--- config.mk ---
export PLATFORM = sky130hd
export DESIGN_NAME = ps2_mouse_cursor_tracker_unit
export DESIGN_NICKNAME = d
export VERILOG_FILES = /design/src/hw/rtl/ps2mct_pkg.sv /design/src/hw/rtl/ps2_mouse_cursor_tracker_unit.sv
export SDC_FILE = /design/constraint.sdc
export NUM_CORES = 1
export LEC_CHECK = 0
export BUFFER_PORTS_ARGS = -buffer_cell sky130_fd_sc_hd__buf_4
export CELL_PAD_IN_SITES_DETAIL_PLACEMENT = 1
export CELL_PAD_IN_SITES_GLOBAL_PLACEMENT = 1
export CORE_ASPECT_RATIO = 1.5
export CORE_UTILIZATION = 44
export DETAILED_ROUTE_END_ITERATION = 16
export PLACE_DENSITY = 0.78
export SLEW_MARGIN = 20
export SYNTH_ARGS = -nofsm -noshare
export SYNTH_HDL_FRONTEND = slang
export SYNTH_SLANG_ARGS = --single-unit
--- constraint.sdc ---
create_clock -name clk_i -period 4.25 [get_ports clk_i]
set_input_delay 0.85 -clock clk_i [delete_from_list [all_inputs] [get_ports clk_i]]
set_output_delay 0.85 -clock clk_i [all_outputs]
set_load 0.01 [all_outputs]
--- src/hw/rtl/ps2mct_pkg.sv ---
// ps2mct_pkg: shared constants and types for the ps/2 mouse cursor tracker
// no dependencies; imported by the tracker top level and referenced by its checker

package ps2mct_pkg;

  // configuration port geometry
  localparam int unsigned APB_AW = 3;
  localparam int unsigned APB_DW = 32;
  localparam int unsigned CFG_W  = 13;

  // default coordinate width
  localparam int unsigned COORD_BITS_DEF = 12;

  // reset values
  localparam logic [CFG_W-1:0] SCREEN_W_RST = 13'd640;
  localparam logic [CFG_W-1:0] SCREEN_H_RST = 13'd480;
  localparam int unsigned      POS_RST      = 200;

  // header byte button bits
  localparam int unsigned LEFT_BIT  = 0;
  localparam int unsigned RIGHT_BIT = 1;

  // register index, taken from paddr bit 2
  typedef enum logic {
    REG_HSIZE = 1'b0,
    REG_VSIZE = 1'b1
  } reg_idx_e;

  // position of the next byte in its packet
  typedef enum logic [2:0] {
    PH_HEADER = 3'b001,
    PH_XMOVE  = 3'b010,
    PH_YMOVE  = 3'b100
  } phase_e;

endpackage

--- src/hw/rtl/ps2_mouse_cursor_tracker_unit.sv ---
// ps2_mouse_cursor_tracker_unit: three-byte ps/2 packet decoder with clamped cursor
// depends on ps2mct_pkg
//
// datapath: a byte is first held in the input register; the result of a third
//   packet byte is then loaded into the output register
// throughput: one byte per cycle; the input register only stalls while a
//   finished result waits in the output register and the next byte would
//   make another one
// reset: asynchronous, active low; screen 640 x 480, cursor at (200, 200),
//   packet phase back to the header byte, both registers empty

module ps2_mouse_cursor_tracker_unit #(
  parameter int unsigned COORD_BITS = ps2mct_pkg::COORD_BITS_DEF
) (
  input  logic                           clk_i,
  input  logic                           rst_ni,
  // byte input
  input  logic                           in_valid_i,
  output logic                           in_stall_o,
  input  logic [7:0]                     data_byte_i,
  // result output
  output logic                           out_valid_o,
  input  logic                           out_stall_i,
  output logic [COORD_BITS-1:0]          cursor_x_o,
  output logic [COORD_BITS-1:0]          cursor_y_o,
  output logic                           left_pressed_o,
  output logic                           right_pressed_o,
  // configuration port
  input  logic                           psel,
  input  logic                           penable,
  input  logic                           pwrite,
  input  logic [ps2mct_pkg::APB_AW-1:0]  paddr,
  input  logic [ps2mct_pkg::APB_DW-1:0]  pwdata,
  output logic [ps2mct_pkg::APB_DW-1:0]  prdata,
  output logic                           pready
);

  import ps2mct_pkg::*;

  // wide enough for both a screen size and 2^COORD_BITS
  localparam int unsigned LimW = (CFG_W > COORD_BITS + 1) ? CFG_W : COORD_BITS + 1;
  localparam int unsigned SumW = COORD_BITS + 2;

  // ---------------------------------------------------------------------------
  // configuration registers
  // ---------------------------------------------------------------------------
  logic [CFG_W-1:0] width_q, height_q;
  reg_idx_e         reg_idx;
  logic             cfg_wr;

  assign pready  = 1'b1;
  assign reg_idx = reg_idx_e'(paddr[2]);
  assign cfg_wr  = psel & penable & pwrite & pready;

  always_ff @(posedge clk_i or negedge rst_ni) begin
    if (!rst_ni) begin
      width_q  <= SCREEN_W_RST;
      height_q <= SCREEN_H_RST;
    end else if (cfg_wr) begin
      unique case (reg_idx)
        REG_HSIZE: width_q  <= pwdata[CFG_W-1:0];
        REG_VSIZE: height_q <= pwdata[CFG_W-1:0];
        default: ;
      endcase
    end
  end

  // read back, zero extended
  always_comb begin
    unique case (reg_idx)
      REG_HSIZE: prdata = APB_DW'(width_q);
      REG_VSIZE: prdata = APB_DW'(height_q);
      default:   prdata = '0;
    endcase
  end

  // ---------------------------------------------------------------------------
  // largest legal position for a screen size: size 0 acts as 1, sizes beyond
  // the coordinate range act as 2^COORD_BITS
  // ---------------------------------------------------------------------------
  function automatic logic [COORD_BITS-1:0] max_pos(logic [CFG_W-1:0] size);
    logic [LimW-1:0] size_ext;
    logic [LimW-1:0] range;
    size_ext = LimW'(size);
    range    = LimW'(1) << COORD_BITS;
    if (size == '0) begin
      return '0;
    end else if (size_ext > range) begin
      return '1;
    end else begin
      return COORD_BITS'(size_ext - LimW'(1));
    end
  endfunction

  // position plus signed step, clamped to 0 .. maxp
  function automatic logic [COORD_BITS-1:0] clamp_move(logic [COORD_BITS-1:0] pos,
                                                       logic signed [9:0]     delta,
                                                       logic [COORD_BITS-1:0] maxp);
    logic signed [SumW-1:0] sum;
    sum = $signed({2'b00, pos}) + SumW'(delta);
    if (sum < 0) begin
      return '0;
    end else if (sum > $signed({2'b00, maxp})) begin
      return maxp;
    end else begin
      return sum[COORD_BITS-1:0];
    end
  endfunction

  // ---------------------------------------------------------------------------
  // input register
  // ---------------------------------------------------------------------------
  logic       in_full_q;
  logic [7:0] in_byte_q;
  logic       out_free;   // output register can take a result this cycle
  logic       proc_go;    // byte in the input register is consumed this cycle
  logic       in_take;

  phase_e     phase_q, phase_d;
  logic       makes_result;

  assign out_free     = !out_valid_o || !out_stall_i;
  assign makes_result = (phase_q == PH_YMOVE);
  assign proc_go      = in_full_q && (!makes_result || out_free);
  assign in_stall_o   = in_full_q && !proc_go;
  assign in_take      = in_valid_i && !in_stall_o;

  always_ff @(posedge clk_i or negedge rst_ni) begin
    if (!rst_ni) begin
      in_full_q <= 1'b0;
    end else if (in_take) begin
      in_full_q <= 1'b1;
    end else if (proc_go) begin
      in_full_q <= 1'b0;
    end
  end

  always_ff @(posedge clk_i) begin
    if (in_take) begin
      in_byte_q <= data_byte_i;
    end
  end

  // ---------------------------------------------------------------------------
  // packet decode and cursor update
  // ---------------------------------------------------------------------------
  logic [7:0]            header_q, header_d;
  logic [7:0]            xmove_q, xmove_d;
  logic [COORD_BITS-1:0] pos_x_q, pos_x_d;
  logic [COORD_BITS-1:0] pos_y_q, pos_y_d;
  logic signed [9:0]     dx, dy;

  assign dx = $signed({{2{xmove_q[7]}}, xmove_q});
  assign dy = -$signed({{2{in_byte_q[7]}}, in_byte_q});   // screen y grows downward

  always_comb begin
    phase_d  = phase_q;
    header_d = header_q;
    xmove_d  = xmove_q;
    pos_x_d  = pos_x_q;
    pos_y_d  = pos_y_q;
    unique case (phase_q)
      PH_XMOVE: begin
        xmove_d = in_byte_q;
        phase_d = PH_YMOVE;
      end
      PH_YMOVE: begin
        pos_x_d = clamp_move(pos_x_q, dx, max_pos(width_q));
        pos_y_d = clamp_move(pos_y_q, dy, max_pos(height_q));
        phase_d = PH_HEADER;
      end
      default: begin
        // header byte; an unknown phase also restarts the packet here
        header_d = in_byte_q;
        phase_d  = PH_XMOVE;
      end
    endcase
  end

  always_ff @(posedge clk_i or negedge rst_ni) begin
    if (!rst_ni) begin
      phase_q  <= PH_HEADER;
      header_q <= '0;
      xmove_q  <= '0;
      pos_x_q  <= COORD_BITS'(POS_RST);
      pos_y_q  <= COORD_BITS'(POS_RST);
    end else if (proc_go) begin
      phase_q  <= phase_d;
      header_q <= header_d;
      xmove_q  <= xmove_d;
      pos_x_q  <= pos_x_d;
      pos_y_q  <= pos_y_d;
    end
  end

  // ---------------------------------------------------------------------------
  // output register
  // ---------------------------------------------------------------------------
  logic out_valid_q;
  logic out_load;

  assign out_load = proc_go && makes_result;

  always_ff @(posedge clk_i or negedge rst_ni) begin
    if (!rst_ni) begin
      out_valid_q <= 1'b0;
    end else if (out_load) begin
      out_valid_q <= 1'b1;
    end else if (!out_stall_i) begin
      out_valid_q <= 1'b0;
    end
  end

  always_ff @(posedge clk_i) begin
    if (out_load) begin
      cursor_x_o      <= pos_x_d;
      cursor_y_o      <= pos_y_d;
      left_pressed_o  <= header_q[LEFT_BIT];
      right_pressed_o <= header_q[RIGHT_BIT];
    end
  end

  assign out_valid_o = out_valid_q;

endmodule

======== Word-level counts from Yosys, hierarchy flattened ========
Index checks and enable logic that the tools add are counted.
word-level totals
  register bits ........................... 99
  latch bits .............................. 0
  bits in writable memories ............... 0
  ROM bits ................................ 0
  bits of input ports ..................... 50
  word-level logic and storage cells ...... 69
  memories kept ........................... 0
operators by class
  $add $sub $neg .......................... 5
  multiply operators ...................... 0
  div/mod/pow operators ................... 0
  $lt $le $gt $ge ......................... 6
  eq/ne operators ......................... 3
  shift operators ......................... 0
  multiplexer cells ....................... 18
  bitwise operators ....................... 4
  reductions and logical operators ........ 19
operators with widths
  operator                                                               number
  12-bit two-way mux                                                     12
  32-bit one-hot mux with 2 select lines                                 1
  14-bit by 13-bit greater-than comparator with 1-bit output             2
  14-bit by 1-bit < comparator with 1-bit output, second input constant  2
  13-bit greater-than comparator, second input constant                  2
  13-bit zero test                                                       2
  12-bit by 1-bit subtractor with 12-bit output, second input constant   2
  13-bit by 10-bit adder with 14-bit output                              1
  13-bit by 8-bit adder with 14-bit output                               1
  8-bit negator with 10-bit output                                       1
  2-bit AND reduction                                                    4
  3-bit one-hot mux with 2 select lines                                  1
  1-bit zero test                                                        5
  1-bit logical AND                                                      4
  1-bit two-way mux                                                      4
  3-bit by 2-bit equality test with 1-bit output, second input constant  1
  3-bit equality test, second input constant                             1
  1-bit bitwise AND                                                      2
  1-bit logical OR                                                       2
  2-bit by 1-bit != test with 1-bit output, second input constant        1
  1-bit inverter                                                         2
  2-bit nonzero test                                                     1
  2-bit OR reduction                                                     1

======== Logic depth before layout (Yosys ltp) ========
  word-level depth ........................ 9
  depth in mapped cells ................... 19
  depth with buffers taken out ............ 18

======== Worst setup path after synthesis ========
OpenSTA, ideal clock, no wires.
  path kind ............................... register to register
  start ................................... reg height_q[4]
  end ..................................... reg cursor_y_o[0], data pin
  library setup time ...................... 256 ps
  arrival ................................. 3,585 ps
  data required time ...................... 3,994 ps
  slack ................................... 409 ps
  stages on the path, launching flop included .. 19
  path buffers ............................ 2
  clock period less this slack ............ 3,841 ps
  path through ............................ dfrtp_1 -> or3_1 -> or2_1 -> nor3_2 -> buf_2 -> nand2_1 -> nand2_1 -> o21ai_0 -> inv_1 -> ha_1 -> a21o_1 -> a21o_1 -> a221oi_1 -> o21ai_0 -> nand4_1 -> nand3_1 -> buf_4 -> mux2_2 -> a22o_1
on the way
  longest elaborated chain between the ends .. 8
RTL lines
  item                                                                                                    line                                                                      text
  start, declared                                                                                         ps2_mouse_cursor_tracker_unit.sv:47                                       logic [CFG_W-1:0] width_q, height_q;
  start signal, assigned                                                                                  ps2_mouse_cursor_tracker_unit.sv:62                                       REG_VSIZE: height_q <= pwdata[CFG_W-1:0];
  12-bit by 1-bit subtractor with 12-bit output / 13-bit greater-than comparator (equally long branches)  ps2_mouse_cursor_tracker_unit.sv:91, ps2_mouse_cursor_tracker_unit.sv:88
  12-bit two-way mux                                                                                      ps2_mouse_cursor_tracker_unit.sv:88                                       end else if (size_ext > range) begin
  12-bit two-way mux (*)                                                                                  ps2_mouse_cursor_tracker_unit.sv:86                                       if (size == '0) begin
  12-bit two-way mux (*)                                                                                  ps2_mouse_cursor_tracker_unit.sv:162                                      unique case (phase_q)
  14-bit by 13-bit greater-than comparator with 1-bit output                                              ps2_mouse_cursor_tracker_unit.sv:103                                      end else if (sum > $signed({2'b00, maxp})) begin
  12-bit two-way mux (*)                                                                                  ps2_mouse_cursor_tracker_unit.sv:103
  12-bit two-way mux (*)                                                                                  ps2_mouse_cursor_tracker_unit.sv:101                                      if (sum < 0) begin
  12-bit two-way mux (*)                                                                                  ps2_mouse_cursor_tracker_unit.sv:162
  via pos_y_d[0]                                                                                          ps2_mouse_cursor_tracker_unit.sv:150                                      logic [COORD_BITS-1:0] pos_y_q, pos_y_d;
  end signal, assigned                                                                                    ps2_mouse_cursor_tracker_unit.sv:217                                      cursor_y_o <= pos_y_d;
  end, declared                                                                                           ps2_mouse_cursor_tracker_unit.sv:25                                       output logic [COORD_BITS-1:0] cursor_y_o,
Mark *: on every way through the listed nets, which the timed path passes. The rest lies on a longest branch. The select of a mux whose other input is x is not followed.
A chain may end at the register's enable or synchronous reset.

======== Final worst setup path ========
  start ................................... reg xmove_q[0]
  end ..................................... reg cursor_x_o[11], data pin
on the way
  longest elaborated chain between the ends .. 5
RTL lines
  item                                                        line                                  text
  start, declared                                             ps2_mouse_cursor_tracker_unit.sv:148  logic [7:0] xmove_q, xmove_d;
  start signal, assigned                                      ps2_mouse_cursor_tracker_unit.sv:190  xmove_q <= xmove_d;
  13-bit by 8-bit adder with 14-bit output (*)                ps2_mouse_cursor_tracker_unit.sv:100  sum = $signed({2'b00, pos}) + SumW'(delta);
  14-bit by 13-bit greater-than comparator with 1-bit output  ps2_mouse_cursor_tracker_unit.sv:103
  12-bit two-way mux                                          ps2_mouse_cursor_tracker_unit.sv:103
  12-bit two-way mux (*)                                      ps2_mouse_cursor_tracker_unit.sv:101
  12-bit two-way mux (*)                                      ps2_mouse_cursor_tracker_unit.sv:162
  via pos_x_d[11]                                             ps2_mouse_cursor_tracker_unit.sv:149  logic [COORD_BITS-1:0] pos_x_q, pos_x_d;
  end signal, assigned                                        ps2_mouse_cursor_tracker_unit.sv:216  cursor_x_o <= pos_x_d;
  end, declared                                               ps2_mouse_cursor_tracker_unit.sv:24   output logic [COORD_BITS-1:0] cursor_x_o,
Mark *: on every way through the listed nets, which the timed path passes. The rest lies on a longest branch.

==> impl_metrics.py <==
metrics = {
    "synth": {
        "async_reset_ff_frac": 0.657,
        "yosys_warnings": 0,
        "ys_top_cells_by_area": "dfrtp_1 (19%), edfxtp_1 (15%), ha_1 (9.6%)",
        "synth_cell_types": 67,
        "synth_top_area_frac": 0.186,
        "ys_seq_area_frac": 0.380,
        "synth_largest_area_cell": "dfrtp_1",
        "syn_avg_cell_area_um2": 9.45,
        "postSynthCellCount": 741,
        "synth-edff-count": 34,
        "syn-cell-area_mm2": 0.00700,
        "synth_ff_type": "dfrtp_1",
        "ys_ff_latch": 99,
    },
    "global_route": {
        "grt_pass1_wl_um": 33300,
        "track_usage": 0.260,
        "grt_pass1_vias": 6596,
        "gr-total-overflow": 0,
        "antenna_found_initial": 0,
        "grt_max_degree": 66,
    },
    "floorplan": {
        "die_area_mm2": 0.0164,
        "die_h_um": 156,
        "die-width_um": 105,
        "std_cell_rows": 56,
        "initial_utilization": 0.448,
        "core_mm2": 0.0156,
        "io_pins": 111,
    },
    "clock_network": {
        "clkTransAtPathRegs_ns": 0.09,
        "cts.path.max_buffers": 2,
        "clock_sinks": 99,
        "tritoncts": "yes",
        "numCtsBuffers": 9,
        "clk_latency_ns": 0.36,
        "root_buffer": "clkbuf_16",
        "cts-htree-levels": 3,
    },
    "sta": {
        "fmax_mhz": 242,
        "setup_viol": 0,
        "hold_violations": 0,
        "min_period_ns": 4.13,
        "tns_ns": 0,
        "slew_headroom": 0.401,
        "min_period_over_period": 0.971,
        "fin_skew_ns": 0.0142,
        "tightest_slew_ns": 0.899,
        "drv_slew": 0,
    },
    "detailed_routing": {
        "routed_wl_um": 21500,
        "drtAntennaViolNets": 0,
        "wl_per_cell_um": 20.6,
        "vias_per_cell": 5.92,
        "drtIter0Drc": 214,
        "first_pass_iters": 5,
        "vias": 6182,
        "drc_errors": 0,
    },
    "cells_and_area": {
        "final_layout_size_suffix_gt1_frac": 0.277,
        "final_cells": 1044,
        "design_area_mm2": 0.00847,
        "final_nets": 942,
        "area_growth_pct": 21.0,
        "antennaDiodeCount": 0,
    },
    "flow_run": {
        "cap_violations": 0,
    },
    "worst_setup_path": {
        "worstSetupStartpointType": "register",
        "critPathArrivalTime_ns": 4.26,
        "critical_path.startpoint": "xmove_q[0]",
        "cp-end-kind": "register",
        "reg2reg_depth": 18,
        "path_class": "register to register",
        "worstReg2RegEnd": "cursor_x_o[11]",
        "cp_max_fo": 4,
        "cp_data_required_time_ns": 4.38,
        "rr_startpoint": "xmove_q[0]",
        "critical_path.endpoint": "cursor_x_o[11]",
        "regToRegSetupSlack_ns": 0.12,
    },
    "place": {
        "dp_hpwl_um": 15900,
        "place_area_mm2": 0.00781,
        "port_buffers": 69,
        "gp_congestion": 0.890,
        "dp_cells": 1015,
    },
    "hold_path": {
        "hold_class": "register to register",
        "min-delay-start": "header_q[1]",
        "hold_depth": 0,
    },
    "pwr": {
        "leakage_nw": 3.74,
        "vdd_drop_max_mv": 0.507,
        "power_density_mw_per_mm2": 832,
        "power_mw": 7.05,
    },
    "outcome": {
        "outcome": "finished, final reports clean",
    },
}
[cells in the mapped netlist, types with 14 or more instances]
cell type	number
nand2_1	87
o21ai_0	63
ha_1	54
inv_1	53
dfrtp_1	52
mux2_2	43
edfxtp_1	34
nor2_1	30
a21oi_1	29
xnor2_1	26
clkbuf_1	23
buf_4	22
o21ai_1	22
a2111oi_0	20
a211oi_1	17
nor3_1	14
[placed cells by master, fill, tap and decap left out, types with 6 or more instances in the layout]
cell type  count
a211oi_1      13
nor3_1        14
a21o_1        13
ha_1          51
or3_1          6
dfrtp_1       52
xor2_1        10
inv_1         53
mux2i_1        8
conb_1        20
dfstp_2       13
a2111oi_0     16
clkbuf_16      9
nand3_1        6
xnor2_1       21
o21ai_1       26
nand2_1       86
buf_4        108
a21oi_1       26
mux2_2        43
nor2_1        29
edfxtp_1      34
nand4_1        9
o21ai_0       57
[logic make-up (layout without fill, tap and decap cells)]
logic type | count (synthesis) | count (layout) | synth area share
AOI/OAI and AO/OA | 208 | 208 | 0.193
and+or+nand+nor | 188 | 188 | 0.130
buffers and inverters | 100 | 182 | 0.0667
DFF | 99 | 99 | 0.380
adders and majority gates | 56 | 56 | 0.102
muxes | 51 | 51 | 0.0806
xor gates and xnor gates | 37 | 37 | 0.0463
other | 2 | 20 | 0.00107
[sequential cells by signal, indices dropped and copies added, names as in the netlist]
| name | flops |
|---|---|
| cursor_x_o | 12 |
| cursor_y_o | 12 |
| header_q | 2 |
| height_q | 13 |
| in_byte_q | 8 |
| in_full_q | 1 |
| left_pressed_o | 1 |
| out_valid_o | 1 |
| phase_q | 3 |
| pos_x_q | 12 |
| pos_y_q | 12 |
| right_pressed_o | 1 |
| width_q | 13 |
| xmove_q | 8 |
[worst min path at each step]
stage,to,slack (ns)
CTS,right_pressed_o,0.47
detailed placement,right_pressed_o,0.45
finish,right_pressed_o,0.47
global placement,left_pressed_o,0.43
floorplan,left_pressed_o,0.42
global route,right_pressed_o,0.48
[power by group]
part           internal, mW  total [mW]  switching (mW)
Clock                 0.432       0.881           0.449
Sequential             1.33        1.61           0.284
Combinational          1.97        4.56            2.59
Total                  3.73        7.05            3.32
[per-stage QoR]
stage	setup WS, ns	hold slack (ns)	util
final	0.122	0.465	0.542
after global routing	-0.0510	0.483	0.542
after CTS	0.0128	0.468	0.522
after detailed placement	-0.115	0.447	0.500
after global placement	-0.0366	0.432	0.500
after floorplan	0.409	0.419	-
[layer usage]
layer | track usage | vias up | part of all wire
met3 | 0.0312 | 78 | 0.025
met5 | 0 | - | 0
met2 | 0.512 | 175 | 0.57
li1 | - | 2851 | -
met4 | 0.156 | 0 | 0.050
met1 | 0.258 | 3078 | 0.36
[cell type report]
class,count,area (um2)
Multi-Input combinational cell,560,4180
Clock buffer,9,225
Fill cell,1774,7150
Inverter,53,199
Timing Repair Buffer,113,861
Clock inverter,7,96.3
Tap cell,203,254
Sequential cell,99,2660
[worst max-delay path, stage by stage, from the launching register on]
cell and delay [ns]:
dfrtp_1 0.44, ha_4 0.19, inv_1 0.07, fa_2 0.24, nor2b_4 0.05, o31a_1 0.35, buf_4 0.16, o21ai_4 0.15
nand2_2 0.09, xor2_2 0.16, ha_1 0.32, nand4_1 0.08, or3_1 0.39, o21ai_0 0.09, o21a_2 0.23, buf_6 0.12
a211oi_1 0.08, or2_2 0.36, o221ai_1 0.32
[repair_timing]
| item | CTS | global route |
|---|---|---|
| gates resized for setup | 7 | 48 |
| endpoints found under the setup margin | 16 | 42 |
| gates cloned | 0 | 2 |
| buffers inserted | 0 | 11 |
| hold buffers | 0 | 0 |
| pin swaps | 2 | 23 |
Note: power is estimated with default switching activity, not from simulation.
